===== src/design/assert_macros.svh =====
// ----------------------------------------------------------------------------
// assert_macros
// concurrent assertion helpers, empty under synthesis
// ----------------------------------------------------------------------------
`ifndef ASSERT_MACROS_SVH
`define ASSERT_MACROS_SVH
`ifndef SYNTH
`define ASSERT_ALWAYS(name, clk, rstn, expr) \
  name: assert property (@(posedge clk) disable iff (!rstn) (expr)) \
    else $error("assertion failed");
`define ASSERT_IMPLIES(name, clk, rstn, ante, cons) \
  name: assert property (@(posedge clk) disable iff (!rstn) (ante) |-> (cons)) \
    else $error("assertion failed");
`define ASSERT_NEXT(name, clk, rstn, ante, cons) \
  name: assert property (@(posedge clk) disable iff (!rstn) (ante) |=> (cons)) \
    else $error("assertion failed");
`else
`define ASSERT_ALWAYS(name, clk, rstn, expr)
`define ASSERT_IMPLIES(name, clk, rstn, ante, cons)
`define ASSERT_NEXT(name, clk, rstn, ante, cons)
`endif
`endif


===== src/design/brms_pkg.sv =====
// ----------------------------------------------------------------------------
// brms_pkg
// shared types and constants of the block rms unit
// ----------------------------------------------------------------------------
`default_nettype none
package brms_pkg;
  localparam int unsigned QDEPTH = 4;
  localparam int unsigned QIDX_W = $clog2(QDEPTH);
  localparam int unsigned QCNT_W = $clog2(QDEPTH + 1);
  localparam logic [16:0] MAX_BLOCK = 17'h10000;
  localparam logic [31:0] SEED_MAGIC = 32'h5f3759df;
  localparam logic [31:0] THREE_HALF = 32'h30000000;

  typedef struct packed {
    logic [62:0] sum;
    logic [16:0] count;
    logic        ovf;
  } blk_entry_t;
endpackage
`default_nettype wire


===== src/design/brms_if.sv =====
// ----------------------------------------------------------------------------
// brms_if
// sample and result channels
// ----------------------------------------------------------------------------
`default_nettype none


interface brms_out_if;
  logic        valid;
  logic        ready;
  logic [30:0] rms;
  logic [16:0] sample_count;
  logic        overflow;
  modport source (output valid, output rms, output sample_count, output overflow,
                  input ready);
  modport sink (input valid, input rms, input sample_count, input overflow,
                output ready);
endinterface
`default_nettype wire


===== src/design/brms_back.sv =====
// ----------------------------------------------------------------------------
// brms_back
// mean by serial division, then newton square root on one multiplier
// ----------------------------------------------------------------------------
`default_nettype none
module brms_back
  import brms_pkg::*;
(
  input  wire logic              clk_i,
  input  wire logic              rst_ni,
  input  wire logic [QCNT_W-1:0] q_cnt_i,
  input  wire blk_entry_t        entry_i,
  output      logic              pop_o,
  brms_out_if.source             out_o
);
  typedef enum logic [2:0] {ST_IDLE, ST_DIV, ST_NORM, ST_SEED, ST_MUL, ST_OUT} state_e;
  typedef enum logic [1:0] {OP_SQ, OP_HALF, OP_STEP, OP_FIN} op_e;

  function automatic logic signed [31:0] seed_est(input logic [30:0] n);
    logic [23:0] m;
    logic [6:0]  rem;
    logic [6:0]  halfw;
    logic        up;
    logic [24:0] mr;
    logic [22:0] mf;
    logic [7:0]  ex;
    logic [31:0] bits;
    logic [31:0] y;
    logic [7:0]  e;
    logic [23:0] sig;
    logic signed [9:0] k;
    logic [9:0]  nk;
    logic [31:0] res;
    if (n[30]) begin
      m = n[30:7];
      rem = n[6:0];
      halfw = 7'd64;
      ex = 8'd126;
    end else begin
      m = n[29:6];
      rem = {1'b0, n[5:0]};
      halfw = 7'd32;
      ex = 8'd125;
    end
    up = (rem > halfw) || ((rem == halfw) && m[0]);
    mr = {1'b0, m} + {24'd0, up};
    if (mr[24]) begin
      mf = mr[23:1];
      ex = ex + 8'd1;
    end else begin
      mf = mr[22:0];
    end
    bits = {1'b0, ex, mf};
    y = SEED_MAGIC - {1'b0, bits[31:1]};
    e = y[30:23];
    sig = {(e != 8'd0), y[22:0]};
    if (e == 8'd0) e = 8'd1;
    k = $signed({2'b00, e}) - 10'sd120;
    nk = 10'(-k);
    if (k < 0) begin
      if (nk >= 10'd32) res = '0;
      else res = {8'd0, sig} >> nk[4:0];
    end else if (k >= 10'sd8) begin
      res = 32'h7fffffff;
    end else begin
      res = {8'd0, sig} << k[2:0];
    end
    return $signed(res);
  endfunction

  state_e             state_q;
  op_e                op_q;
  logic [1:0]         it_q;
  logic [62:0]        div_q;
  logic [17:0]        rem_q;
  logic [16:0]        dvs_q;
  logic [5:0]         dcnt_q;
  logic [16:0]        count_q;
  logic               ovf_q;
  logic [30:0]        num_q;
  logic [3:0]         dn_q;
  logic signed [31:0] var_q, t_q;
  logic               ov_q;
  logic [30:0]        rms_q;
  logic [16:0]        oc_q;
  logic               oo_q;

  logic [17:0]        rem_sh;
  logic               qbit;
  logic [17:0]        rem_n;
  logic signed [31:0] ma, mb;
  logic signed [63:0] prod;
  logic signed [31:0] r;
  logic signed [31:0] fin;
  logic signed [31:0] shr;

  assign rem_sh = {rem_q[16:0], div_q[62]};
  assign qbit = rem_sh >= {1'b0, dvs_q};
  assign rem_n = qbit ? rem_sh - {1'b0, dvs_q} : rem_sh;

  always_comb begin
    unique case (op_q)
      OP_SQ: begin
        ma = var_q;
        mb = var_q;
      end
      OP_HALF: begin
        ma = t_q;
        mb = $signed({2'b00, num_q[30:1]});
      end
      OP_STEP: begin
        ma = var_q;
        mb = $signed(THREE_HALF - t_q);
      end
      default: begin
        ma = $signed({1'b0, num_q});
        mb = var_q;
      end
    endcase
  end

  assign prod = ma * mb;
  assign r = prod[62:31];
  assign fin = {r[30:0], 1'b0};
  assign shr = fin >>> dn_q;

  assign pop_o = (state_q == ST_IDLE) && (q_cnt_i != '0);
  assign out_o.valid = ov_q;
  assign out_o.rms = rms_q;
  assign out_o.sample_count = oc_q;
  assign out_o.overflow = oo_q;

  always_ff @(posedge clk_i or negedge rst_ni) begin
    if (!rst_ni) begin
      state_q <= ST_IDLE;
      op_q <= OP_SQ;
      it_q <= '0;
      dcnt_q <= '0;
      ov_q <= 1'b0;
    end else begin
      unique case (state_q)
        ST_IDLE: begin
          if (q_cnt_i != '0) begin
            state_q <= ST_DIV;
            dcnt_q <= '0;
          end
        end
        ST_DIV: begin
          dcnt_q <= dcnt_q + 6'd1;
          if (dcnt_q == 6'd62) state_q <= ST_NORM;
        end
        ST_NORM: begin
          if (num_q == '0) begin
            state_q <= ST_OUT;
            ov_q <= 1'b1;
          end else if (num_q[30:29] != 2'b00) begin
            state_q <= ST_SEED;
          end
        end
        ST_SEED: begin
          state_q <= ST_MUL;
          op_q <= OP_SQ;
          it_q <= '0;
        end
        ST_MUL: begin
          unique case (op_q)
            OP_SQ: op_q <= OP_HALF;
            OP_HALF: op_q <= OP_STEP;
            OP_STEP: begin
              if (it_q == 2'd2) begin
                op_q <= OP_FIN;
              end else begin
                op_q <= OP_SQ;
                it_q <= it_q + 2'd1;
              end
            end
            default: begin
              state_q <= ST_OUT;
              ov_q <= 1'b1;
            end
          endcase
        end
        ST_OUT: begin
          if (out_o.ready) begin
            ov_q <= 1'b0;
            state_q <= ST_IDLE;
          end
        end
        default: state_q <= ST_IDLE;
      endcase
    end
  end

  always_ff @(posedge clk_i) begin
    unique case (state_q)
      ST_IDLE: begin
        div_q <= entry_i.sum;
        dvs_q <= entry_i.count;
        count_q <= entry_i.count;
        ovf_q <= entry_i.ovf;
        rem_q <= '0;
      end
      ST_DIV: begin
        rem_q <= rem_n;
        div_q <= {div_q[61:0], qbit};
        if (dcnt_q == 6'd62) begin
          num_q <= div_q[61] ? 31'h7fffffff : div_q[60:30];
          dn_q <= '0;
        end
      end
      ST_NORM: begin
        if (num_q == '0) begin
          rms_q <= '0;
          oc_q <= count_q;
          oo_q <= ovf_q;
        end else if (num_q[30:29] == 2'b00) begin
          num_q <= {num_q[28:0], 2'b00};
          dn_q <= dn_q + 4'd1;
        end
      end
      ST_SEED: var_q <= seed_est(num_q);
      ST_MUL: begin
        unique case (op_q)
          OP_SQ, OP_HALF: t_q <= r;
          OP_STEP: var_q <= {r[29:0], 2'b00};
          default: begin
            rms_q <= shr[30:0];
            oc_q <= count_q;
            oo_q <= ovf_q;
          end
        endcase
      end
      default: begin
        rms_q <= rms_q;
      end
    endcase
  end
endmodule
`default_nettype wire

===== src/flat_wrapper.sv =====
// flat-port wrapper written by rule: the top's interface ports become plain ports
module brms_back_flat import brms_pkg::*;
  (clk_i, rst_ni, q_cnt_i, entry_i, pop_o, out_o_valid, out_o_rms, out_o_sample_count, out_o_overflow, out_o_ready);
  brms_out_if out_o_i ();
  input  wire logic clk_i;
  input  wire logic rst_ni;
  input  wire logic [QCNT_W-1:0] q_cnt_i;
  input  wire blk_entry_t entry_i;
  output      logic pop_o;
  output wire logic [$bits(out_o_i.valid)-1:0] out_o_valid;
  output wire logic [$bits(out_o_i.rms)-1:0] out_o_rms;
  output wire logic [$bits(out_o_i.sample_count)-1:0] out_o_sample_count;
  output wire logic [$bits(out_o_i.overflow)-1:0] out_o_overflow;
  input wire logic [$bits(out_o_i.ready)-1:0] out_o_ready;
  assign out_o_valid = out_o_i.valid;
  assign out_o_rms = out_o_i.rms;
  assign out_o_sample_count = out_o_i.sample_count;
  assign out_o_overflow = out_o_i.overflow;
  assign out_o_i.ready = out_o_ready;
  brms_back u_core (.clk_i(clk_i), .rst_ni(rst_ni), .q_cnt_i(q_cnt_i), .entry_i(entry_i), .pop_o(pop_o), .out_o(out_o_i));
endmodule

===== config.mk =====
export PLATFORM = sky130hd
export DESIGN_NAME = brms_back_flat
export DESIGN_NICKNAME = d
export VERILOG_FILES = /design/src/design/assert_macros.svh /design/src/design/brms_pkg.sv /design/src/design/brms_if.sv /design/src/design/brms_back.sv /design/src/flat_wrapper.sv
export SDC_FILE = /design/constraint.sdc
export NUM_CORES = 2
export LEC_CHECK = 0
export BUFFER_PORTS_ARGS = -buffer_cell sky130_fd_sc_hd__buf_2
export CORE_ASPECT_RATIO = 1.5
export CORE_MARGIN = 2
export CORE_UTILIZATION = 60
export CTS_CLUSTER_SIZE = 25
export DETAILED_ROUTE_END_ITERATION = 16
export PLACE_DENSITY = 0.77
export SETUP_SLACK_MARGIN = 0.2
export SYNTH_ARGS = -nofsm -noshare
export SYNTH_HDL_FRONTEND = slang
export SYNTH_SLANG_ARGS = --single-unit

===== constraint.sdc =====
create_clock -name clk_i -period 11.6 [get_ports clk_i]
set_input_delay 0.58 -clock clk_i [delete_from_list [all_inputs] [get_ports clk_i]]
set_output_delay 0.58 -clock clk_i [all_outputs]
set_load 0.02 [all_outputs]

======== After elaboration in Yosys (flattened, before gate mapping) ========
Cells that the tools add are included.
storage, ports and cells
  flip-flop bits (word level) ............. 260
  bits of input ports ..................... 87
  output and inout port bits .............. 51
  word-level logic and storage cells ...... 145
cells by class
  $add $sub $neg .......................... 10
  multipliers ............................. 1
  order comparisons ....................... 5
  equality and inequality tests ........... 21
  shift-type cells ........................ 3
  muxes and demuxes ....................... 61
  reductions and logical operators ........ 28
operators with widths
  kind                                                count
  case mux 32 bit (2 select lines)                    3
  two-way mux 31 bit                                  6
  two-way mux 32 bit                                  4
  case mux 63 bit (2 select lines)                    1
  case mux 31 bit (2 select lines)                    2
  case mux 17 bit (2 select lines)                    2
  multiplier 32 x 32 -> 63 bit                        1
  two-way mux 17 bit                                  3
  two-way mux 24 bit                                  2
  two-way mux 23 bit                                  2
  two-way mux 8 bit                                   5
  left shift 24 x 3 -> 32 bit                         1
  right shift 24 x 5 -> 32 bit                        1
  >>> shifter 32 x 4 -> 31 bit                        1
  subtractor 30 x 32 -> 32 bit, first input constant  1
  logical NOT 31 bit                                  1
  subtractor 31 x 30 -> 31 bit, first input constant  1
  two-way mux 7 bit                                   4
  adder 24 x 1 -> 25 bit                              1
  greater-or-equal comparator 18 x 17 -> 1 bit        1
  two-way mux 3 bit                                   6
  case mux 3 bit (6 select lines)                     1
  subtractor 17 bit                                   1
  two-way mux 4 bit                                   3
  other kinds (44)                                    75

======== Logic depth before layout (Yosys ltp) ========
  depth after elaboration ................. 18
  gate-level depth with buffers ........... 39
  gate-level depth less buffers ........... 37

======== Worst setup path after synthesis ========
Ideal clock, no wire load.
  path type ............................... reg2reg
  start point ............................. register u_core.t_q[10]
  end point ............................... register u_core.rms_q[4], in the netlist u_core.out_o.rms[4] (data pin)
  library setup time ...................... 0.255 ns
  arrival time ............................ 10.201 ns
  required time ........................... 11.345 ns
  setup slack ............................. 1.144 ns
  cell stages (with the launch flop) ...... 33
  buffers on the path ..................... 1
  period minus slack after synthesis ...... 10.456 ns
  path through ............................ edfxtp_1 -> or4_1 -> or4_1 -> or2_2 -> nor3_1 -> xnor2_1 -> a22oi_1 -> a21oi_1 -> clkbuf_1 -> nand2_1 -> fa_1 -> fa_1 -> inv_1 -> fa_1 -> inv_1 -> fa_1 -> inv_1 -> fa_1 -> fa_1 -> fa_1 -> fa_1 -> ha_1 -> and3_1 -> nand2_1 -> or4_1 -> a211oi_2 -> a21oi_1 -> o21ai_1 -> a21oi_1 -> xnor2_1 -> mux4_2 -> mux4_2 -> and2_1
on the way
  cells in the longest elaborated chain, start to end .. 6
  elaborated cells between the ends (all ways) .. 7
  classes of those cells .................. 1 x add/sub; 1 x mul; 1 x shift; 4 x mux
RTL lines
  what                                  line              source
  from (decl)                           brms_back.sv:82   logic signed [31:0] var_q, t_q;
  from (signal assigned)                brms_back.sv:224  OP_SQ, OP_HALF: t_q <= r;
  subtractor 30 x 32 -> 32 bit          brms_back.sv:113  mb = $signed(THREE_HALF - t_q);
  case mux 32 bit (2 select lines)      brms_back.sv:102  unique case (op_q)
  multiplier 32 x 32 -> 63 bit (*)      brms_back.sv:122  assign prod = ma * mb;
  net u_core.prod[36]                   brms_back.sv:92   logic signed [63:0] prod;
  >>> shifter 32 x 4 -> 31 bit (*)      brms_back.sv:125  assign shr = fin >>> dn_q;
  two-way mux 31 bit (*)                brms_back.sv:223  unique case (op_q)
  case mux 31 bit (2 select lines) (*)  brms_back.sv:195  unique case (state_q)
  to (signal assigned)                  brms_back.sv:227  rms_q <= shr[30:0];
  to (signal assigned)                  brms_back.sv:234  rms_q <= rms_q;
  to (decl)                             brms_back.sv:84   logic [30:0] rms_q;
Mark *: on every way through the listed nets, which the timed path passes. The rest lies on a longest branch. The select of a mux whose other input is x is not followed.
A chain may end at the register's enable or synchronous reset.

======== Worst setup path in the final report ========
  start point ............................. register u_core.t_q[10]
  end point ............................... register u_core.rms_q[10], in the netlist u_core.out_o.rms[10] (data pin)
The elaborated chain is that of the path after synthesis.

==> qor.csv <==
stage,metric,value,unit
logic_synthesis,ys_async_sr_fraction,5.38,%
worst_hold_path,worstHoldStart,entry_i[2],
final_layout,num-nets-final,7282,
setup_path,crit_top_cell,fa_1,
setup_path,worstSetupStartpointType,flip-flop,
sta,finalClockSkew,0.0198,ns
worst_hold_path,min_path_type,primary input to flip-flop,
logic_synthesis,synth.area.top_cells,"fa_1, edfxtp_1, inv_1, nand2_1, ha_1",
global_routing,grt_max_degree,87,
logic_synthesis,yosys.area.top_type,fa_1,
sta,fmax,0.0890,GHz
sta,fin_setup_tns,0,ns
global_routing,grt_usage,42.0,%
setup_path,crit_family,adder cells,
sta,setup-violations-final,0,
setup_path,endpoint_kind,flip-flop,
setup_path,cp_max_fo,15,
logic_synthesis,ys_types,104,
logic_synthesis,yosys_warnings,0,
outcome,status,"complete, no violations",
final_layout,syn2layout_area_growth,7.95,%
route,ant_nets,0,
die,die-height,365,um
logic_synthesis,synth.avg_cell_area,9.01,um^2
sta,hold_viol_final,0,
clocking,root_buffer,clkbuf_16,
setup_path,setup.worst_path.class,flip-flop to flip-flop,
clocking,clock_latency,0.54,ns
global_routing,antenna_found_initial,3,
clocking,clock-sinks,260,
clocking,htreeDepth,1,
clocking,clk_path_buf_depth,3,
route,post_drt_wl_per_cell,25.8,um
global_routing,grt_pass1_wl,276,mm
placement,port_buffers,137,
sta,slew_viol_final,0,
route,drc,0,
sta,hold_ws,0.218,ns
route,vias_per_cell,6.12,
logic_synthesis,ys_seq_area_share,14.8,%
route,drt_first_pass_iters,6,
sta,min_period_over_period,96.8,%
logic_synthesis,synth.top_cell.area_share,41.1,%
route,finalWirelength,182,mm
setup_path,cp_slowest_stage_delay,0.65,ns
die,pin_count,138,
die,design.core.area,86400,um^2
setup_path,worst_ep_arrival_time,11.59,ns
logic_synthesis,synth_cells,5804,
die,die_area,89500,um^2
die,core.rowCount,132,
setup_path,critPathRequiredTime,11.96,ns
sta,relSlewSlack,18.3,%
setup_path,r2r_slack,0.37,ns
global_routing,grt_remaining_overflow,0,
setup_path,r2r-start,u_core.t_q[10]$_DFFE_PP_,
clocking,path_clk_slew,0.07,ns
placement,gp_congestion,1.04,
global_routing,grt_pass1_vias,45753,
die,die_x,245,um
logic_synthesis,ys_seq_elements,260,
route,vias,43296,
clocking,cts_tree,done,
logic_synthesis,synth-main-ff-cell,edfxtp_1,
sta,rsz0062_at_grt,yes,
setup_path,critPathLaunch,u_core.t_q[10]$_DFFE_PP_,
clocking,cts_made_buffers,23,
flow_run,cap_violations,0,
setup_path,cp_slowest_cell,or4_1,
placement,dp_hpwl,145,mm
final_layout,drive_above_1_share,10.1,%
sta,period_needed,11.23,ns
logic_synthesis,netlist_area,52300,um^2
final_layout,layout_common_cells,"inv_1, fa_1, nand2_1",
final_layout,final_common_cell,inv_1,
setup_path,path_buf_inv,3,
route,drtIter0Drc,4181,
logic_synthesis,synth_edf_count,246,
sta,tightest_slew,1.23,ns
logic_synthesis,syn_nets,7172,
die,start_util,60.5,%
[stage by stage]
step | instance area [um^2] | setup slack (ns) | cells | utilization, %
floorplan | 52300 | 1.14 | 5804 | -
global placement | 55400 | 0.199 | 7022 | 64.1
detailed placement | 55400 | 0.146 | 7022 | 64.1
CTS | 56200 | 0.270 | 7065 | 65.1
global route | 56400 | 0.105 | 7070 | 65.3
finish | 56400 | 0.370 | 7072 | 65.3
[synthesized netlist by cell type, types with 14 or more instances]
cell      number
inv_1       1088
fa_1        1073
nand2_1     1025
nor2_1       575
clkbuf_1     273
edfxtp_1     246
ha_1         208
a21oi_1      161
o21ai_0      122
xnor2_1       76
mux2i_1       71
a22oi_1       58
nand3_1       56
a21o_1        51
nor3_1        51
and2_1        43
o21a_1        40
nand4_1       35
a211oi_1      29
nor4_1        28
nand2b_1      27
o21ai_1       26
xor2_1        24
buf_1         22
a31oi_1       19
mux2_2        17
o22a_1        17
o22ai_1       17
or3_1         15
and3_1        14
buf_2         14
dfrtp_1       14
[state kept, by name (all words and copies together), names as in the netlist, 4 cells and up]
name                       flops
u_core.dcnt_q                  6
u_core.div_q                  63
u_core.dn_q                    4
u_core.dvs_q                  17
u_core.num_q                  31
u_core.out_o.rms              31
u_core.out_o.sample_count     17
u_core.rem_q                  17
u_core.t_q                    32
u_core.var_q                  32
[per-layer routing]
layer / track usage (%) / wire length (um) / vias to the layer above
met3: 7.92 / 17000 / 818
met1: 47.5 / 59100 / 21625
met4: 35.8 / 19800 / 4
met2: 68.8 / 86400 / 2527
met5: 0 / 26 / -
li1: - / - / 18322
[what timing repair did]
item                                    CTS  global route
endpoints found under the hold margin    14             0
gates resized for setup                   4            37
gates cloned                              0             0
setup buffers                             0             5
endpoints found under the setup margin    8            34
pin swaps                                 0             3
hold buffers                              1             0
[area by class of cell]
cell class / instances / area [um^2]
tap: 1139 / 1430
clock inverter: 16 / 250
sequential: 260 / 7740
antenna: 2 / 5.00
multi-input combinational: 4132 / 39600
timing repair buffer: 401 / 2750
clock buffer: 26 / 587
inverter: 1096 / 4110
fill: 7203 / 29900
[worst register-to-register path: cells and delay by family, from the launching register on]
family / cells / cell delay, ns
AOI/OAI and AO/OA: 7 / 1.72
xor gates and xnor gates: 2 / 0.69
adders and majority gates: 9 / 4.44
and+or+nand+nor: 8 / 3.03
muxes: 1 / 0.19
DFF: 1 / 0.47
buffers and inverters: 3 / 0.53
[cell families after synthesis]
group	count (synthesis)	synth area share (%)
AND/OR/NAND/NOR	1940	15.5
flip-flops	260	14.8
XOR/XNOR	100	1.68
multiplexers	103	2.39
adder cells (fa/ha/maj)	1281	46.1
AO/OA/AOI/OAI	708	9.28
buffers and inverters	1412	10.2
[path summary, 6_finish.rpt]
check	end	depth (start not counted)
hold / removal	u_core.dvs_q[1]$_DFFE_PP_	1
setup / recovery	u_core.out_o.rms[10]$_SDFFCE_PN0P_	30
setup reg to reg	u_core.out_o.rms[10]$_SDFFCE_PN0P_	30
hold reg to reg	u_core.out_o.overflow$_DFFE_PP_	0
min in group asynchronous	u_core.dcnt_q[3]$_DFFE_PN0P_	2
max in group asynchronous	u_core.it_q[1]$_DFFE_PN0P_	2
Power is not shown: default switching activity piles up to over one toggle a cycle in this logic, so the estimate is an artifact.
