`src/design/assert_macros.svh`:
```
// ----------------------------------------------------------------------------
// assert_macros
// concurrent assertion helpers, empty under synthesis
// ----------------------------------------------------------------------------
`ifndef ASSERT_MACROS_SVH
`define ASSERT_MACROS_SVH
`ifndef SYNTH
`define ASSERT_ALWAYS(name, clk, rstn, expr) \
  name: assert property (@(posedge clk) disable iff (!rstn) (expr)) \
    else $error("assertion failed");
`define ASSERT_IMPLIES(name, clk, rstn, ante, cons) \
  name: assert property (@(posedge clk) disable iff (!rstn) (ante) |-> (cons)) \
    else $error("assertion failed");
`define ASSERT_NEXT(name, clk, rstn, ante, cons) \
  name: assert property (@(posedge clk) disable iff (!rstn) (ante) |=> (cons)) \
    else $error("assertion failed");
`else
`define ASSERT_ALWAYS(name, clk, rstn, expr)
`define ASSERT_IMPLIES(name, clk, rstn, ante, cons)
`define ASSERT_NEXT(name, clk, rstn, ante, cons)
`endif
`endif

```
`src/design/brms_pkg.sv`:
```
// ----------------------------------------------------------------------------
// brms_pkg
// shared types and constants of the block rms unit
// ----------------------------------------------------------------------------
`default_nettype none
package brms_pkg;
  localparam int unsigned QDEPTH = 4;
  localparam int unsigned QIDX_W = $clog2(QDEPTH);
  localparam int unsigned QCNT_W = $clog2(QDEPTH + 1);
  localparam logic [16:0] MAX_BLOCK = 17'h10000;
  localparam logic [31:0] SEED_MAGIC = 32'h5f3759df;
  localparam logic [31:0] THREE_HALF = 32'h30000000;

  typedef struct packed {
    logic [62:0] sum;
    logic [16:0] count;
    logic        ovf;
  } blk_entry_t;
endpackage
`default_nettype wire

```
`src/design/brms_fifo.sv`:
```
// ----------------------------------------------------------------------------
// brms_fifo
// short queue of finished block sums
// ----------------------------------------------------------------------------
`default_nettype none
module brms_fifo
  import brms_pkg::*;
(
  input  wire logic              clk_i,
  input  wire logic              rst_ni,
  input  wire logic              push_i,
  input  wire blk_entry_t        entry_i,
  input  wire logic              pop_i,
  output      blk_entry_t        entry_o,
  output      logic [QCNT_W-1:0] cnt_o
);
  blk_entry_t        mem_q [QDEPTH];
  logic [QIDX_W-1:0] wp_q, rp_q;
  logic [QCNT_W-1:0] cnt_q;

  assign entry_o = mem_q[rp_q];
  assign cnt_o = cnt_q;

  always_ff @(posedge clk_i or negedge rst_ni) begin
    if (!rst_ni) begin
      wp_q <= '0;
      rp_q <= '0;
      cnt_q <= '0;
    end else begin
      if (push_i) wp_q <= wp_q + 1'b1;
      if (pop_i) rp_q <= rp_q + 1'b1;
      cnt_q <= cnt_q + QCNT_W'(push_i) - QCNT_W'(pop_i);
    end
  end

  always_ff @(posedge clk_i) begin
    if (push_i) mem_q[wp_q] <= entry_i;
  end
endmodule
`default_nettype wire

```
`config.mk`:
```
export PLATFORM = sky130hd
export DESIGN_NAME = brms_fifo
export DESIGN_NICKNAME = d
export VERILOG_FILES = /design/src/design/assert_macros.svh /design/src/design/brms_pkg.sv /design/src/design/brms_fifo.sv
export SDC_FILE = /design/constraint.sdc
export NUM_CORES = 1
export LEC_CHECK = 0
export ABC_AREA = 1
export BUFFER_PORTS_ARGS = -buffer_cell sky130_fd_sc_hd__buf_4
export CELL_PAD_IN_SITES_DETAIL_PLACEMENT = 0
export CELL_PAD_IN_SITES_GLOBAL_PLACEMENT = 1
export CORE_MARGIN = 3
export CORE_UTILIZATION = 47
export CTS_BUF_LIST = sky130_fd_sc_hd__clkbuf_2
export DETAILED_ROUTE_END_ITERATION = 6
export PLACE_DENSITY_LB_ADDON = 0.1
export SKIP_LAST_GASP = 1
export SLEW_MARGIN = 20
export SYNTH_ARGS = -nofsm -noshare
export SYNTH_HDL_FRONTEND = slang
export SYNTH_SLANG_ARGS = --single-unit
```
`constraint.sdc`:
```
create_clock -name clk_i -period 3.7 [get_ports clk_i]
set_input_delay 0.74 -clock clk_i [delete_from_list [all_inputs] [get_ports clk_i]]
set_output_delay 0.74 -clock clk_i [all_outputs]
set_load 0.02 [all_outputs]
```
==> Word-level counts from Yosys, hierarchy flattened <==
Memories as Yosys holds them, arrays and structs flattened.
Index checks and enable logic that the tools add are counted.
{ "op_classes": {"n_mux": 2, "n_addsub": 4} }
{ "ops": {"columns": ["op", "n"], "rows": [
  ["$add A2 B1 Y2 const B", 2],
  ["$add A3 B1 Y3", 1],
  ["$sub A3 B1 Y3", 1],
  ["$mux W1", 2]
]} }
{ "word_totals": {"mem_count": 1, "ff_bits": 7, "ram_bits": 324, "input_bits": 85, "output_inout_bits": 84} }
{ "mem_list": {"columns": ["memory", "depth", "word_bits", "read_ports", "rd_clocked_by_memory_dff", "wr", "line", "source"], "rows": [
  ["mem_q", 4, 81, 1, 0, 1, "brms_fifo.sv:17", "blk_entry_t mem_q [QDEPTH];"]
]} }

==> Logic depth before layout (Yosys ltp) <==
Gate-level depths: netlist (run 1).
{ "depth": {"depth_word": 2, "mapped_depth": 10, "ltp_nobuf": 10} }

==> Worst setup path before layout (run 1) <==
No wires, ideal clock.
{ "synth_path": {"kind": "input to register", "start": "input push_i", "end": "memory mem_q[1][0] (netlist name) (enable)", "t_arrival_ps": 2607, "required_time_ps": 3265, "cell_stages": 3, "slack_ps": 658, "setup_ps": 435, "path_cell_list": "clkbuf_1 > nand2_1 > inv_1"} }
{ "synth_via": {"elab_chain_cells": 2} }
{ "synth_lines": {"columns": ["item", "line", "source"], "rows": [
  ["start: declaration", "brms_fifo.sv:11", "input wire logic push_i,"],
  ["$mux W1", "brms_fifo.sv:37", "if (push_i) mem_q[wp_q] <= entry_i;"],
  ["$mux W1 (implied by the code)", "brms_fifo.sv:37", null],
  ["end: declaration", "brms_fifo.sv:17", null]
]} }
Every way passes these cells.

==> run metrics, run 1 <==
Final HPWL DP ~16000 um; DRC 0; post-route ant nets 0; outcome completed; Cell Area, Synth 13900 sq um; IO Pins ~170; Reg2Reg Depth 4; post-synthesis sequential area ratio 0.710; first-pass GRT wire length 45600 um; critical path class register to output pin; row count 62; Top FF cell, synth edfxtp_1; Data required, critical path 2960 ps; Yosys top cell by area edfxtp_1; Layout Skew 60.2 ps; depth of the CTS H-tree 3; leakage power around 0.0080 uW; vias in the first global route 8824; GP Congestion approximately 0.7; setup repair after global routing missed its margin true; Avg Inst Size Synth between 10 and 15 sq um; worst vdd ir ~0.00041 V; Max Clk Rate 293 MHz; relative slew slack 0.238; antenna violations before repair 1; Synth Net Count approximately 1400; clk sinks between 300 and 400; initial cell density of the core 0.482; First-pass DRT Iterations 5; final setup vio count 0; fin cells between 2000 and 2500; Total Power about 13000 uW; Mapped Cells 1312; core area 28900 sq um; Final period util 0.921; crit end category output pin; Synth-to-Final Area Change 19.8%; CTS tree done; startpoint types register; Post-synth EDFFs roughly 320; crit path setup slack, layout 291 ps; via count 9080; CTS root buffer clkbuf_2; cell depth of the worst hold path 1; Place WS between 1000 and 1500 ps; most area-consuming cells after synthesis edfxtp_1, nand2_1, inv_1; Synth cell types 14; Max Cap Violations 0; count of pins over their slew limit 0; CTS Buf Count 85; share of layout cells above drive strength 1 0.204; fill cell count roughly 2500; Chip Width 178 um; hold path endpoint mem_q[2][3]$_DFFE_PP_; final net count 1650; total gr overflow 0; asr flop ratio synth 0.0211; reg2reg start wp_q[0]$_DFFE_PN0P_; flop2flop setup slack ~1700 ps; final worst path period need ~3400 ps; DIE HEIGHT between 150 and 200 um; HP Class input pin to register; final wirelength slightly below 30000 um; pwr dens between 700 and 800 nW/um^2; final core utilization 0.577; Skew-Pair Late Insertion Delay between 800 and 900 ps; IO Port Bufs 168; #FFs+latches synth 331; DR WL/cell about 15 um; Synth Warn # 0; final hold slack 122 ps; drt initial violations just over 500; most frequent cells after synthesis nand2_1, inv_1, edfxtp_1, nand3_1, buf_2; hold_sp entry_i[3]; worst reg2reg endpoint mem_q[3][67]$_DFFE_PP_; Final Hold Vio Count 0; clock slew at reported path FFs 100 ps; largest net degree at the start of global routing between 90 and 100; Slew @ Worst Pin around 1100 ps; post-synth top area share 0.698; Avg Vias per Cell about 4.5; critical-path maximum fanout 59; count leader, synth nand2_1; post-placement cell count ~1800; arrival time worst endpoint between 2000 and 3000 ps; die area 31800 sq um; gr usage total 0.187; clock buffer depth 3
report_power, final:
group / total (uW) / internal, uW / switching (uW) / leakage, uW
clock network: 2550 / 1140 / 1400 / 0.000620
logic: 5480 / 1840 / 3630 / 0.00430
registers: 5050 / 4900 / 153 / 0.00306
final cells by class:
type | instances | area [sq um] | area share
well taps | 384 | 480 | 0.0288
diodes | 2 | 5.00 | 0.000300
clock inverters | 16 | 140 | 0.00839
multi-input cells | 590 | 2500 | 0.150
repair buffers | 212 | 1720 | 0.103
flip-flops and latches | 331 | 9910 | 0.593
inverters | 338 | 1280 | 0.0765
clock buffers | 133 | 666 | 0.0398
state kept, by name, summed over array words and instances (netlist names):
name and flops:
mem_q 324, cnt_o 3, rp_q 2, wp_q 2
placed cells by master, fill, tap and decap left out, drive strengths merged:
| cell type | Yosys | layout |
|---|---|---|
| nand2 | 416 | 416 |
| clkinv | 0 | 17 |
| fa | 1 | 1 |
| nand3 | 163 | 163 |
| inv | 338 | 334 |
| xor2 | 3 | 3 |
| diode | 0 | 2 |
| clkbuf | 10 | 133 |
| dfrtp | 7 | 7 |
| bufinv | 0 | 3 |
| edfxtp | 324 | 324 |
| o21ai | 1 | 1 |
| ha | 6 | 6 |
| buf | 43 | 185 |
| dlygate4sd3 | 0 | 27 |
through the flow:
stage                     TNS [ps]  cell area [sq um]
final                            0              16700
after global placement           0              15600
after floorplan                  0              13900
after global routing         -4.49              16700
after CTS                        0              16600
after detailed placement         0              15600
timing repair:
item,CTS,global route
endpoints found under the setup margin,0,1
endpoints found under the hold margin,63,16
resized for setup,0,0
setup buffers,0,0
hold buffers,21,6
per-layer routing:
layer	track usage	share of wire
met1	0.223	0.42
met4	0.0679	0.017
met2	0.321	0.49
met3	0.0564	0.069
met5	0	0
worst max path at each step:
stage,cells past startpoint,slack [ps],to,startpoint
6_report,6,290,entry_o[51],rp_q[0]$_DFFE_PN0P_
5_1_grt,6,-4,entry_o[15],rp_q[0]$_DFFE_PN0P_
4_1_cts,6,130,entry_o[51],rp_q[0]$_DFFE_PN0P_
3_5_place_dp,6,1080,entry_o[51],rp_q[0]$_DFFE_PN0P_
3_3_place_gp,6,1120,entry_o[15],rp_q[0]$_DFFE_PN0P_
2_1_floorplan,3,660,mem_q[1][0]$_DFFE_PP_,push_i
worst max-delay path, cell delays in order, from the launching register on:
cell and delay (ps):
dfrtp_4 510, inv_4 470, buf_4 420, nand2_1 100, nand3_1 80, nand2_1 90, buf_4 160
cell families (layout without fill, tap and decap cells):
group | Yosys count | in the layout | share of synthesized area
and+or+nand+nor | 579 | 579 | 0.171
buffers and inverters | 391 | 699 | 0.110
adders and majority gates | 7 | 7 | 0.00682
other | 0 | 2 | 0
xor gates and xnor gates | 3 | 3 | 0.00188
DFF | 331 | 331 | 0.710
AOI/OAI and AO/OA | 1 | 1 | 0.000359
No activity file was read; power rests on OpenSTA's default activity.
==> inputs of run 2 (changes only) <==
--- a/config.mk
+++ b/config.mk
@@ -10,7 +10,7 @@
 export CELL_PAD_IN_SITES_DETAIL_PLACEMENT = 0
 export CELL_PAD_IN_SITES_GLOBAL_PLACEMENT = 1
 export CORE_MARGIN = 3
-export CORE_UTILIZATION = 47
+export CORE_UTILIZATION = 41
 export CTS_BUF_LIST = sky130_fd_sc_hd__clkbuf_2
 export DETAILED_ROUTE_END_ITERATION = 6
 export PLACE_DENSITY_LB_ADDON = 0.1
==> run 2 against run 1 <==
Net effect: worst hold slack about the same; wire length up 8.8%; critical endpoint is now entry_o[8]; power up 1.4%; setup slack worse by 28 ps; largest power group unchanged; core utilization down 5.1 points; register-to-register slack better by 110 ps; sequential share of layout area down 2.3 points; critical path type unchanged.
==> run metrics, run 2 (synthesized netlist as in run 1, its figures left out) <==
GRT met3 Usage 0.0417 (was 0.0564); clk sinks 331 (unchanged); antenna violations before repair 2 (was 1); first-pass GRT wire length 49500 um (was 45600 um); arrival time worst endpoint 2700 ps (was 2670 ps); Levels on crit path 6 (unchanged); most frequent cells in the layout nand2_1, inv_1, edfxtp_1 (unchanged); Final Hold Vio Count 0 (unchanged); CP bufs+invs 3 (unchanged); post-CTS setup buffer count 0 (unchanged); IO Port Bufs 168 (unchanged); IO Pins 169 (unchanged); final net count 1708 (was 1650); pwr dens 763 nW/um^2 (was 783 nW/um^2); initial cell density of the core 0.422 (was 0.482); die area 36300 sq um (was 31800 sq um); via count 9472 (was 9080); GR Util met2 0.295 (was 0.321); Avg Vias per Cell 4.48 (was 4.53); share of layout cells above drive strength 1 0.198 (was 0.204); outcome completed (unchanged); Largest register FFs 324 (unchanged); Data required, critical path 2960 ps (about the same); Max Clk Rate 291 MHz (was 293 MHz); clock buffer depth 3 (unchanged); slowest stage delay, CP 700 ps (was 510 ps); slowest CP cell dfrtp_4 (unchanged); largest net degree at the start of global routing 132 (was 91); vias in the first global route 9598 (was 8824); setup repair after global routing missed its margin false (was true); final setup vio count 0 (unchanged); crit end category output pin (unchanged); post-route ant nets 0 (unchanged); Largest Register mem_q (unchanged); CP delay by family, top buffers and inverters (unchanged); post-placement cell count 1886 (was 1828); Layout Skew 29.2 ps (was 60.2 ps); total gr overflow 0 (unchanged); hold_sp push_i (was entry_i[3]); hold path endpoint wp_q[0]$_DFFE_PN0P_ (was mem_q[2][3]$_DFFE_PP_); routing usage on met1 0.222 (was 0.223); Slew @ Worst Pin 675 ps (was 1140 ps); final worst path period need 3440 ps (was 3410 ps); Final period util 0.929 (was 0.921); reg2reg start wp_q[0]$_DFFE_PN0P_ (unchanged); critical path class register to output pin (unchanged); core area 33000 sq um (was 28900 sq um); startpoint types register (unchanged); relative slew slack 0.550 (was 0.238); CTS root buffer clkbuf_2 (unchanged); GRT busiest layer met2 (unchanged); gr usage total 0.176 (was 0.187); Reg2Reg Depth 5 (was 4); leakage power 0.00822 uW (was 0.00797 uW); critical-path maximum fanout 36 (was 59); Skew-Pair Late Insertion Delay 880 ps (was 810 ps); Synth-to-Final Area Change 24.7% (was 19.8%); setup_tns 0 ps (unchanged); worst vdd ir 0.000433 V (was 0.000413 V); final wirelength 31900 um (was 29300 um); depth of the CTS H-tree 3 (unchanged); clock slew at reported path FFs 90 ps (was 100 ps); cell depth of the worst hold path 2 (was 1); CTS tree done (unchanged); DR WL/cell 15.1 um (was 14.6 um); First-pass DRT Iterations 6 (was 5); worst reg2reg endpoint mem_q[0][28]$_DFFE_PP_ (was mem_q[3][67]$_DFFE_PP_); Total Power 13300 uW (was 13100 uW); Worst Setup SP rp_q[0]$_DFFE_PN0P_ (unchanged); commonest non-fill, non-tap cell in the layout nand2_1 (unchanged); GP Congestion 0.716 (was 0.697); cell breakdown of the critical path inv_8 > buf_4 > nand2_1 > nand3_1 > nand2_1 > buf_4 (was inv_4 > buf_4 > nand2_1 > nand3_1 > nand2_1 > buf_4); flop2flop setup slack 1760 ps (was 1650 ps); Max Cap Violations 0 (unchanged); fin cells 2113 (was 2006); Chip Width 190 um (was 178 um); CTS Buf Count 85 (unchanged); count of pins over their slew limit 0 (unchanged); drt initial violations 378 (was 518); DIE HEIGHT 190 um (was 178 um); HP Class input pin to register (unchanged); row count 66 (was 62); Final HPWL DP 17500 um (was 16100 um); DRC 0 (unchanged)
-- run 2: timing repair --
item / CTS / global route
cloned: 0 / 2
endpoints found under the setup margin: 23 / 40
hold buffers: 83 / 0
endpoints found under the hold margin: 330 / 0
gates resized for setup: 3 / 2
pin swaps: 0 / 0
-- run 2: cell type report --
cell class	instances	area, sq um
Clock buffer	132	661
Timing Repair Buffer	270	2380
Inverter	338	1290
Antenna cell	2	5.00
Fill cell	2930	15700
Clock inverter	8	82.6
Multi-Input combinational cell	590	2500
Sequential cell	331	9910
Tap cell	442	553
-- run 2: worst register-to-register path, delay by kind of cell, from the launching register on --
| family | cells | cell delay [ps] |
|---|---|---|
| adder cells (fa/ha/maj) | 1 | 140 |
| AND/OR/NAND/NOR | 1 | 80 |
| flip-flops | 1 | 430 |
| buffers and inverters | 3 | 930 |
-- run 2: how the worst max path moves through the flow --
stage                                 end
detailed placement            entry_o[28]
global placement              entry_o[28]
global route                   entry_o[8]
floorplan           mem_q[1][0]$_DFFE_PP_
finish                         entry_o[8]
CTS                           entry_o[55]
-- run 2: routing by layer --
metal  vias up  share of wire
met5         -              0
met4         0          0.024
met3        72          0.050
met2       231           0.48
met1      4437           0.44
li1       4732              -
-- run 2: through the flow --
step | area, sq um | hold slack [ps] | utilization | setup WS (ps)
after global routing | 17400 | 12.2 | 0.526 | 28.9
final | 17400 | 122 | 0.526 | 264
after floorplan | 13900 | 444 | - | 658
after CTS | 17300 | 6.68 | 0.524 | 44.4
after global placement | 15700 | 486 | 0.476 | 955
after detailed placement | 15700 | 501 | 0.476 | 945
-- run 2: power by group --
part           switching (uW)  leakage, uW  internal, uW
registers                 232      0.00306          4900
logic                    3710      0.00457          1970
clock network            1400     0.000591          1060
total                    5340      0.00822          7920
==> inputs of run 3 (changes only) <==
--- a/config.mk
+++ b/config.mk
@@ -10,7 +10,7 @@
 export CELL_PAD_IN_SITES_DETAIL_PLACEMENT = 0
 export CELL_PAD_IN_SITES_GLOBAL_PLACEMENT = 1
 export CORE_MARGIN = 3
-export CORE_UTILIZATION = 41
+export CORE_UTILIZATION = 40
 export CTS_BUF_LIST = sky130_fd_sc_hd__clkbuf_2
 export DETAILED_ROUTE_END_ITERATION = 6
 export PLACE_DENSITY_LB_ADDON = 0.1
==> run 3 against run 2 <==
Net effect: clock power is 5% lower; core utilization is 1.7 points lower; via count is 2.4% lower; sequential cell count stayed put; first-iteration DRC count is 12% lower; maximum frequency is 0.57% higher; final cell count is 0.24% higher; worst hold slack better by 61 ps; register-to-register slack worse by 80 ps; largest power group unchanged; critical endpoint is now entry_o[3]; setup slack better by 20 ps; combinational power is 2% lower; critical path type unchanged.
==> run metrics, run 3 (synthesized netlist as in run 1, its figures left out) <==
Final HPWL DP 17300 um (was 17500 um); Total Power 13000 uW (was 13300 uW); most frequent cells in the layout nand2_1, inv_1, edfxtp_1 (unchanged); largest net degree at the start of global routing 165 (was 132); Chip Width 193 um (was 190 um); Data required, critical path 2960 ps (about the same); antenna violations before repair 4 (was 2); DIE HEIGHT 193 um (was 190 um); Max Clk Rate 293 MHz (was 291 MHz); final wirelength 31200 um (was 31900 um); drt initial violations 334 (was 378); HP Class input pin to asynchronous set/reset pin (was input pin to register); post-route ant nets 0 (unchanged); crit path setup slack, layout 283 ps (was 264 ps); clock slew at reported path FFs 90 ps (about the same); arrival time worst endpoint 2680 ps (was 2700 ps); clk sinks 331 (unchanged); slowest CP cell dfrtp_4 (unchanged); setup repair after global routing missed its margin false (unchanged); GP Congestion 0.699 (was 0.716); Reg2Reg Depth 5 (unchanged); DRC 0 (unchanged); Avg Vias per Cell 4.36 (was 4.48); CTS tree done (unchanged); Max Cap Violations 0 (unchanged); relative slew slack 0.462 (was 0.550); IO Pins 169 (unchanged); gr usage total 0.172 (was 0.176); die area 37100 sq um (was 36300 sq um); vias in the first global route 9215 (was 9598); count of pins over their slew limit 0 (unchanged); CTS root buffer clkbuf_2 (unchanged); Skew-Pair Late Insertion Delay 900 ps (was 880 ps); placed cell area 15700 sq um (about the same); First-pass DRT Iterations 4 (was 6); Largest Register mem_q (unchanged); CP bufs+invs 3 (unchanged); DR WL/cell 14.7 um (was 15.1 um); first-pass GRT wire length 48800 um (was 49500 um); commonest non-fill, non-tap cell in the layout nand2_1 (unchanged); flop2flop setup slack 1680 ps (was 1760 ps); total gr overflow 0 (unchanged); clock buffer depth 3 (unchanged); row count 67 (was 66); share of layout cells above drive strength 1 0.187 (was 0.198); critical-path maximum fanout 56 (was 36); Slew @ Worst Pin 807 ps (was 675 ps); Final Hold Vio Count 0 (unchanged); CTS Buf Count 86 (was 85); fill cell count 3187 (was 2930); depth of the CTS H-tree 3 (unchanged); outcome completed (unchanged); Final period util 0.923 (was 0.929); IO Port Bufs 168 (unchanged); final core utilization 0.509 (was 0.526); reg2reg start wp_q[0]$_DFFE_PN0P_ (unchanged); final worst path period need 3420 ps (was 3440 ps); core area 34000 sq um (was 33000 sq um); leakage power 0.00814 uW (was 0.00822 uW); initial cell density of the core 0.411 (was 0.422); crit end category output pin (unchanged); via count 9245 (was 9472); setup_tns 0 ps (unchanged); startpoint types register (unchanged); slowest stage delay, CP 520 ps (was 700 ps); Top cell by count, worst path nand2_1; post-CTS setup buffer count 0 (unchanged); CP delay by family, top buffers and inverters (unchanged); Synth-to-Final Area Change 24.0% (was 24.7%); worst vdd ir 0.000553 V (was 0.000433 V); Worst Setup SP rp_q[0]$_DFFE_PN0P_ (unchanged); register area 9910 sq um (unchanged); crit path capture entry_o[3] (was entry_o[8]); worst reg2reg endpoint mem_q[2][44]$_DFFE_PP_ (was mem_q[0][28]$_DFFE_PP_); Layout Skew 44.5 ps (was 29.2 ps); Levels on crit path 6 (unchanged); final setup vio count 0 (unchanged); critical path class register to output pin (unchanged); multi-input logic area 2500 sq um (unchanged); cell breakdown of the critical path inv_4 > buf_12 > nand2_1 > nand3_1 > nand2_1 > buf_4 (was inv_8 > buf_4 > nand2_1 > nand3_1 > nand2_1 > buf_4); Largest register FFs 324 (unchanged); Layout Cell Area excl Fill 17300 sq um (was 17400 sq um); pwr dens 751 nW/um^2 (was 763 nW/um^2); final net count 1703 (was 1708); Place WS 914 ps (was 945 ps)
## run 3: cell types whose count changed in the layout (fill, tap and decap cells not counted), sizes merged
cell,before,now
clkinv,5,22
clkbuf,134,120
buf,185,180
bufinv,2,1
diode,2,3
dlygate4sd3,83,84
## run 3: timing repair
| item | 4_1_cts | 5_1_grt |
|---|---|---|
| endpoints found under the setup margin | 69 | 0 |
| resized for setup | 2 | 0 |
| hold endpoints to repair | 336 | 0 |
| hold buffers | 84 | 0 |
## run 3: final cells by class
cell class | count | share of cell area
timing repair buffer | 264 | 0.133
clock buffer | 120 | 0.0347
clock inverter | 24 | 0.00680
multi-input combinational | 590 | 0.145
sequential | 331 | 0.573
tap | 448 | 0.0324
inverter | 338 | 0.0744
antenna | 3 | 0.000434
## run 3: worst min-delay path by stage
stage | startpoint | to | slack [ps]
finish | rst_ni | wp_q[0]$_DFFE_PN0P_ | 180
global route | rst_ni | cnt_o[0]$_DFF_PN0_ | 90
CTS | rst_ni | cnt_o[0]$_DFF_PN0_ | 20
detailed placement | cnt_o[1]$_DFF_PN0_ | cnt_o[2]$_DFF_PN0_ | 500
global placement | cnt_o[1]$_DFF_PN0_ | cnt_o[2]$_DFF_PN0_ | 500
floorplan | rst_ni | cnt_o[0]$_DFF_PN0_ | 440
## run 3: per-stage QoR
step           hold WS [ps]  std cells
2_1_floorplan           444       1312
3_3_place_gp            496       1887
3_5_place_dp            495       1887
4_1_cts                21.1       2115
5_1_grt                92.0       2118
6_report                184       2118
## run 3: power by group
group          switching (uW)  internal (uW)
sequential                204           4900
combinational            3670           1890
clock                    1390            931
total                    5260           7720
## run 3: routing by layer
metal	global-route usage	up-vias	wire (um)
met5	0	-	9
met4	0.0771	2	735
met3	0.0458	47	1980
met2	0.288	215	14800
met1	0.210	4257	13600
li1	-	4724	-
